<file path="src/design/mspfp_pkg.sv">
// shared constants and the crc-8 step for the msp frame parser
package mspfp_pkg;

  localparam logic [7:0] CharDollar = 8'h24;
  localparam logic [7:0] CharM      = 8'h4D;
  localparam logic [7:0] CharX      = 8'h58;
  localparam logic [7:0] CharGt     = 8'h3E;

  localparam logic [7:0] Crc8Poly   = 8'hD5;

  // crc-8 dvb-s2, one byte folded in, msb first
  function automatic logic [7:0] crc8_step(input logic [7:0] crc, input logic [7:0] data);
    logic [7:0] c;
    c = crc ^ data;
    for (int i = 0; i < 8; i++) begin
      if (c[7]) begin
        c = {c[6:0], 1'b0} ^ Crc8Poly;
      end else begin
        c = {c[6:0], 1'b0};
      end
    end
    return c;
  endfunction

endpackage

</file>
<file path="src/design/msp_frame_parser.sv">
// top level of the msp v1/v2 response frame parser
// Takes one received byte per word and returns one word per byte: frame_ok_o is
// high on the checksum byte of a '$M>' or '$X>' frame whose xor (v1) or crc-8
// dvb-s2 (v2) check matches and whose payload fits in MAX_PAYLOAD bytes. A byte
// goes through an input register, combinational parse logic (state machine and
// byte-wide crc step) and a result register, and a new byte is taken every
// cycle while the result side keeps up. Payload bytes of frames that fit are
// written into an internal store of MAX_PAYLOAD bytes.
module msp_frame_parser
  import mspfp_pkg::*;
#(
  parameter int MAX_PAYLOAD = 256
) (
  input  logic       clk_i,
  input  logic       rst_ni,
  input  logic       in_valid_i,
  output logic       in_stall_o,
  input  logic [7:0] rx_byte_i,
  output logic       out_valid_o,
  input  logic       out_stall_i,
  output logic       frame_ok_o
);

  localparam int AddrW = (MAX_PAYLOAD > 1) ? $clog2(MAX_PAYLOAD) : 1;

  logic             in_valid_q;
  logic [7:0]       in_byte_q;
  logic             out_valid_q;
  logic             ok_q;
  logic             advance;
  logic             in_take;
  logic             step_ok;
  logic             store_we;
  logic [AddrW-1:0] store_addr;
  logic [7:0]       store_data;

  // parse step runs when the result register is free or being emptied
  assign advance    = in_valid_q && (!out_valid_q || !out_stall_i);
  assign in_stall_o = in_valid_q && !advance;
  assign in_take    = in_valid_i && !in_stall_o;

  mspfp_parse_core #(
    .MaxPayload (MAX_PAYLOAD),
    .AddrW      (AddrW)
  ) u_core (
    .clk_i        (clk_i),
    .rst_ni       (rst_ni),
    .step_i       (advance),
    .byte_i       (in_byte_q),
    .ok_o         (step_ok),
    .store_we_o   (store_we),
    .store_addr_o (store_addr),
    .store_data_o (store_data)
  );

  mspfp_payload_store #(
    .Depth (MAX_PAYLOAD),
    .AddrW (AddrW)
  ) u_store (
    .clk_i  (clk_i),
    .we_i   (store_we),
    .addr_i (store_addr),
    .data_i (store_data)
  );

  always_ff @(posedge clk_i or negedge rst_ni) begin
    if (!rst_ni) begin
      in_valid_q  <= 1'b0;
      out_valid_q <= 1'b0;
    end else begin
      if (in_take) begin
        in_valid_q <= 1'b1;
      end else if (advance) begin
        in_valid_q <= 1'b0;
      end
      if (advance) begin
        out_valid_q <= 1'b1;
      end else if (!out_stall_i) begin
        out_valid_q <= 1'b0;
      end
    end
  end

  always_ff @(posedge clk_i) begin
    if (in_take) begin
      in_byte_q <= rx_byte_i;
    end
    if (advance) begin
      ok_q <= step_ok;
    end
  end

  assign out_valid_o = out_valid_q;
  assign frame_ok_o  = ok_q;

endmodule

</file>
<file path="src/design/mspfp_payload_store.sv">
// payload byte memory, write only from the parser
module mspfp_payload_store #(
  parameter int Depth = 256,
  parameter int AddrW = 8
) (
  input  logic             clk_i,
  input  logic             we_i,
  input  logic [AddrW-1:0] addr_i,
  input  logic [7:0]       data_i
);

  logic [7:0] mem_q [Depth];

  always_ff @(posedge clk_i) begin
    if (we_i) begin
      mem_q[addr_i] <= data_i;
    end
  end

endmodule

</file>
<file path="src/design/mspfp_parse_core.sv">
// frame state machine, running check and length tracking
module mspfp_parse_core
  import mspfp_pkg::*;
#(
  parameter int MaxPayload = 256,
  parameter int AddrW      = 8
) (
  input  logic             clk_i,
  input  logic             rst_ni,
  input  logic             step_i,
  input  logic [7:0]       byte_i,
  output logic             ok_o,
  output logic             store_we_o,
  output logic [AddrW-1:0] store_addr_o,
  output logic [7:0]       store_data_o
);

  localparam logic [3:0] PhIdle    = 4'd0;
  localparam logic [3:0] PhHdr     = 4'd1;
  localparam logic [3:0] PhV1Dir   = 4'd2;
  localparam logic [3:0] PhV1Size  = 4'd3;
  localparam logic [3:0] PhV1Id    = 4'd4;
  localparam logic [3:0] PhV1Data  = 4'd5;
  localparam logic [3:0] PhV1Chk   = 4'd6;
  localparam logic [3:0] PhV2Dir   = 4'd7;
  localparam logic [3:0] PhV2Flag  = 4'd8;
  localparam logic [3:0] PhV2IdLo  = 4'd9;
  localparam logic [3:0] PhV2IdHi  = 4'd10;
  localparam logic [3:0] PhV2LenLo = 4'd11;
  localparam logic [3:0] PhV2LenHi = 4'd12;
  localparam logic [3:0] PhV2Data  = 4'd13;
  localparam logic [3:0] PhV2Chk   = 4'd14;

  localparam logic [16:0] MaxLen = 17'(MaxPayload);

  logic [3:0]  phase_q, phase_d;
  logic [7:0]  check_q, check_d;
  logic [15:0] length_q, length_d;
  logic [15:0] count_q, count_d;
  logic        too_long_q, too_long_d;

  logic [15:0] count_inc;
  logic        last_data;
  logic [15:0] v2_len;
  logic [7:0]  crc_next;

  assign count_inc = count_q + 16'd1;
  assign last_data = count_inc >= length_q;
  assign v2_len    = {byte_i, length_q[7:0]};
  assign crc_next  = crc8_step(check_q, byte_i);

  always_comb begin
    phase_d      = phase_q;
    check_d      = check_q;
    length_d     = length_q;
    count_d      = count_q;
    too_long_d   = too_long_q;
    ok_o         = 1'b0;
    store_we_o   = 1'b0;
    store_addr_o = count_q[AddrW-1:0];
    store_data_o = byte_i;
    unique case (phase_q)
      PhIdle: begin
        if (byte_i == CharDollar) phase_d = PhHdr;
      end
      PhHdr: begin
        if (byte_i == CharM) begin
          phase_d = PhV1Dir;
        end else if (byte_i == CharX) begin
          phase_d = PhV2Dir;
        end else begin
          phase_d = (byte_i == CharDollar) ? PhHdr : PhIdle;
        end
      end
      PhV1Dir: begin
        if (byte_i == CharGt) phase_d = PhV1Size;
        else phase_d = (byte_i == CharDollar) ? PhHdr : PhIdle;
      end
      PhV1Size: begin
        length_d   = {8'h00, byte_i};
        check_d    = byte_i;
        count_d    = 16'd0;
        too_long_d = {9'h000, byte_i} > MaxLen;
        phase_d    = PhV1Id;
      end
      PhV1Id: begin
        check_d = check_q ^ byte_i;
        phase_d = (length_q == 16'd0) ? PhV1Chk : PhV1Data;
      end
      PhV1Data: begin
        check_d    = check_q ^ byte_i;
        store_we_o = !too_long_q && ({1'b0, count_q} < MaxLen);
        count_d    = count_inc;
        if (last_data) phase_d = PhV1Chk;
      end
      PhV2Dir: begin
        if (byte_i == CharGt) phase_d = PhV2Flag;
        else phase_d = (byte_i == CharDollar) ? PhHdr : PhIdle;
      end
      PhV2Flag: begin
        check_d = crc8_step(8'h00, byte_i);
        phase_d = PhV2IdLo;
      end
      PhV2IdLo: begin
        check_d = crc_next;
        phase_d = PhV2IdHi;
      end
      PhV2IdHi: begin
        check_d = crc_next;
        phase_d = PhV2LenLo;
      end
      PhV2LenLo: begin
        check_d  = crc_next;
        length_d = {8'h00, byte_i};
        phase_d  = PhV2LenHi;
      end
      PhV2LenHi: begin
        check_d    = crc_next;
        length_d   = v2_len;
        count_d    = 16'd0;
        too_long_d = {1'b0, v2_len} > MaxLen;
        phase_d    = (v2_len == 16'd0) ? PhV2Chk : PhV2Data;
      end
      PhV2Data: begin
        check_d    = crc_next;
        store_we_o = !too_long_q && ({1'b0, count_q} < MaxLen);
        count_d    = count_inc;
        if (last_data) phase_d = PhV2Chk;
      end
      PhV1Chk, PhV2Chk: begin
        ok_o    = (byte_i == check_q) && !too_long_q;
        phase_d = PhIdle;
      end
      default: begin
        phase_d = PhIdle;
      end
    endcase
    store_we_o = store_we_o && step_i;
  end

  always_ff @(posedge clk_i or negedge rst_ni) begin
    if (!rst_ni) begin
      phase_q    <= PhIdle;
      check_q    <= 8'h00;
      length_q   <= 16'd0;
      count_q    <= 16'd0;
      too_long_q <= 1'b0;
    end else if (step_i) begin
      phase_q    <= phase_d;
      check_q    <= check_d;
      length_q   <= length_d;
      count_q    <= count_d;
      too_long_q <= too_long_d;
    end
  end

  ok_only_in_chk: assert property (@(posedge clk_i) disable iff (!rst_ni)
    ok_o |-> (phase_q == PhV1Chk || phase_q == PhV2Chk))
    else $error("frame good outside a checksum byte");

  chk_back_to_idle: assert property (@(posedge clk_i) disable iff (!rst_ni)
    step_i && (phase_q == PhV1Chk || phase_q == PhV2Chk) |=> phase_q == PhIdle)
    else $error("checksum byte did not end the frame");

  no_store_when_long: assert property (@(posedge clk_i) disable iff (!rst_ni)
    store_we_o |-> !too_long_q && (phase_q == PhV1Data || phase_q == PhV2Data))
    else $error("payload write outside an accepted payload");

endmodule
</file>
<file path="config.mk">
export PLATFORM = sky130hd
export DESIGN_NAME = msp_frame_parser
export DESIGN_NICKNAME = d
export VERILOG_FILES = /design/src/design/mspfp_pkg.sv /design/src/design/msp_frame_parser.sv /design/src/design/mspfp_payload_store.sv /design/src/design/mspfp_parse_core.sv
export SDC_FILE = /design/constraint.sdc
export NUM_CORES = 1
export LEC_CHECK = 0
export ABC_AREA = 1
export BUFFER_PORTS_ARGS = -buffer_cell sky130_fd_sc_hd__clkbuf_2
export CORE_MARGIN = 3
export CORE_UTILIZATION = 25
export CTS_CLUSTER_SIZE = 24
export DETAILED_ROUTE_END_ITERATION = 10
export PLACE_DENSITY = 0.44
export SLEW_MARGIN = 0
export SYNTH_ARGS = -nofsm -noshare
export SYNTH_HDL_FRONTEND = slang
export SYNTH_SLANG_ARGS = --single-unit
</file>
<file path="constraint.sdc">
create_clock -name clk_i -period 4.4 [get_ports clk_i]
set_clock_uncertainty 0.15 [all_clocks]
set_input_delay 0.66 -clock clk_i [delete_from_list [all_inputs] [get_ports clk_i]]
set_output_delay 0.66 -clock clk_i [all_outputs]
set_load 0.01 [all_outputs]
</file>
==> out/qor.csv <==
stage;metric;value;unit
timing;Worst Tran Pin Value;1.21;ns
drt;vias per cell;4.70;
job;max_cap viols;0;
finish;fin nets;655;
setup_path;worst path cell trace;ha_1, nand4_1, nor4_1, nand2_1, nor2_1, nand3_1, nor3_1, xor2_1, ha_1, nand4_1, nor3_1, nand3_1, o2111ai_1, nand2_1, inv_1, nor2_1, a21oi_1;
timing;# setup viols final;0;
synthesis;Post-synth EDFFs;9;
synthesis;synth warn;0;
synthesis;syn avg cell area;6.88;um^2
global_routing;initial antenna violation count;0;
global_routing;GRT Util Overall;12.9;%
drt;DR pass1 iterations;4;
drt;drt drc;0;
synthesis;dominant synthesized flop cell;dfrtp_1;
timing;fmax;294;MHz
floorplan;num rows;46;
timing;fin crit period;3.40;ns
floorplan;Die Y;135;um
floorplan;Die Wd;135;um
clock_network;Max Buffers Root-to-Sink;2;
global_routing;grt total ovfl;0;
clock_network;hold_buf cts;0;
synthesis;Mapped Cells;609;
setup_path;Crit path arrival time;3.47;ns
timing;Slew Limit Fails;0;
placed_design;IO Port Bufs;14;
finish;post-route cell area;4650;um^2
global_routing;vias in the first global route;3742;
floorplan;Core Area;16100;um^2
global_routing;pin count of the biggest net entering global routing;48;
clock_network;Clock Pin Slew Worst Setup and Hold Paths;0.07;ns
clock_network;postcts setup bufs;0;
pwr;pwr/cell area;647;nW/um^2
synthesis;Cell variety after synth;38;
finish;Reg area;1450;um^2
clock_network;H-tree levels;2;
setup_path;Crit path largest cell delay;0.41;ns
pwr;Max VDD drop;0.296;mV
setup_path;critical path required time;4.47;ns
global_routing;first-pass GRT wire length;18.8;mm
drt;DR WL/cell;13.9;um
clock_network;PostCTS Resize Cnt;0;
timing;RSZ-0062 raised after global routing;false;
finish;number of diodes;0;
finish;footprint of the multi-input gates;2340;um^2
floorplan;die area;18400;um^2
floorplan;Top-Level Pins;15;
synthesis;Seq cells post-synth;56;
timing;Min Hold Slack;0.293;ns
synthesis;register area share after synthesis;34.5;%
setup_path;critical path's slowest cell;dfrtp_1;
placed_design;DP Area;4500;um^2
clock_network;clock sink total;56;
finish;FILL cells;1835;
setup_path;critical path endpoint category;flop;
synthesis;synthesized area;4190;um^2
worst_hold_path;Worst Hold Class;in -> async;
placed_design;GPL Wtd Cong;0.846;
clock_network;Inserted Clock Buffers;5;
placed_design;DP HPWL;9.18;mm
timing;Relative slew margins;19.1;%
timing;Period Utilization, post-route;77.4;%
outcome;outcome;complete, no violations;
finish;Post-Route Utilization;28.8;%
timing;final hold vios;0;
setup_path;Worst Path Max Fanout;6;
finish;Synth-to-Final Area Change;10.9;%
drt;Routed Wire Length;11.7;mm
clock_network;CTS tree;done;
clock_network;worst skew pair latency;0.29;ns
synthesis;Async SR Flop Fraction;83.9;%
setup_path;Startpoint Class;flop;
setup_path;Setup CP Type;reg -> reg;
clock_network;Clock Tree Root;clkbuf_16;
floorplan;Initial Util;26.0;%
synthesis;Mapped Nets;641;
timing;setup TNS;0;ns
finish;layout cells sized above 1;8.81;%
pwr;Static Leak;0.00234;uW
drt;1st-iter DRT viols;237;
drt;Post-DRT Antenna Nets;0;
drt;via count;3949;
final cells by class:
type / instances / share of cell area, %
inverter: 93 / 7.62
sequential: 56 / 31.1
timing repair buffer: 17 / 1.99
clock inverter: 3 / 0.377
clock buffer: 5 / 2.69
multi-input combinational: 450 / 50.4
tap: 216 / 5.82
cells in the final DEF (no fill, tap or decap), drive strengths merged:
cell type / count
nand2: 196
inv: 93
nand3: 58
dfrtp: 47
o21ai: 46
nor2: 36
ha: 20
clkbuf: 19
o22ai: 16
nor3: 13
a21oi: 13
xor2: 12
nand4: 11
edfxtp: 9
nor4: 6
nand3b: 6
xnor2: 5
buf: 3
clkinv: 3
o211ai: 2
o2111ai: 2
or2: 1
a211oi: 1
o21a: 1
o21bai: 1
a21boi: 1
a31oi: 1
and2: 1
o32ai: 1
per-stage QoR:
| stage | setup slack [ns] | cells | power, uW |
|---|---|---|---|
| floorplan | 1.50 | 609 | 2180 |
| detailed placement | 0.970 | 832 | 2600 |
| CTS | 0.943 | 840 | 3020 |
| finish | 0.997 | 840 | 3010 |
| global route | 0.493 | 840 | 3320 |
| global placement | 1.15 | 832 | 2580 |
cell families (layout without fill, tap and decap cells):
kind of cell | Yosys count | count (layout) | synth area share (%)
simple gates | 328 | 328 | 34.8
xor+xnor | 17 | 17 | 3.73
flops | 56 | 56 | 34.5
buf+inv | 103 | 118 | 9.64
compound gates | 85 | 85 | 11.3
fa+ha+maj | 20 | 20 | 5.97
flip-flops by register name, summed over array words and instances, names as in the netlist:
name and count:
in_byte_q 8, out_valid_o 1, in_valid_q 1, u_core.check_q 8
u_core.count_q 16, u_core.too_long_q 1, u_core.phase_q 4, u_core.length_q 16
frame_ok_o 1
worst max-delay path: cells and delay by family (launching register included):
kind,cells,cell delay (ns)
xor gates and xnor gates,1,0.12
adders and majority gates,2,0.54
buffers and inverters,1,0.15
AOI/OAI and AO/OA,2,0.26
DFF,1,0.41
and+or+nand+nor,11,1.72
synth_stat cells, types with 2 or more instances:
| cell type | count | share of area, % |
|---|---|---|
| nand2_4 | 2 | 0.54 |
| nand3_1 | 56 | 6.7 |
| xor2_1 | 12 | 2.5 |
| nand2_1 | 178 | 16 |
| nor2_2 | 2 | 0.30 |
| ha_1 | 20 | 6.0 |
| nor3_1 | 13 | 1.6 |
| dfrtp_1 | 47 | 28 |
| o21ai_0 | 45 | 5.4 |
| buf_2 | 4 | 0.48 |
| o211ai_1 | 2 | 0.36 |
| nand2_2 | 16 | 2.4 |
| a21oi_1 | 13 | 1.6 |
| xnor2_1 | 4 | 0.84 |
| clkbuf_1 | 4 | 0.36 |
| o2111ai_1 | 2 | 0.42 |
| buf_4 | 2 | 0.36 |
| inv_2 | 5 | 0.45 |
| inv_4 | 2 | 0.30 |
| nand4_1 | 11 | 1.6 |
| nand3b_1 | 6 | 1.1 |
| inv_1 | 85 | 7.6 |
| edfxtp_1 | 9 | 6.4 |
| o22ai_1 | 16 | 2.4 |
| nor4_1 | 6 | 0.90 |
| nor2_1 | 34 | 3.0 |
| nand3_2 | 2 | 0.48 |
layer usage:
layer  global-route usage (%)  share of wire, %  vias to the layer above
li1                         -                 -                     2023
met1                     18.3                50                     1868
met2                     21.1                46                       47
met3                     1.37               2.4                       11
met4                     3.25               1.4                        0
met5                        0                 0                        -
power by group:
part,internal [uW],switching (uW)
sequential,680,134
clock,211,190
combinational,595,1200
worst paths after layout:
path | start | end | slack (ns) | depth (start not counted)
max in group asynchronous | rst_ni | u_core.count_q[12] | 3.38 | 2
hold / removal | rst_ni | u_core.count_q[11] | 0.29 | 2
setup reg to reg | u_core.count_q[0] | u_core.phase_q[1] | 1.0 | 17
setup / recovery | u_core.count_q[0] | u_core.phase_q[1] | 1.0 | 17
min in group clk_i | in_valid_q | out_valid_o | 0.32 | 2
hold reg to reg | in_valid_q | out_valid_o | 0.32 | 2
No activity file was read; power rests on OpenSTA's default activity.
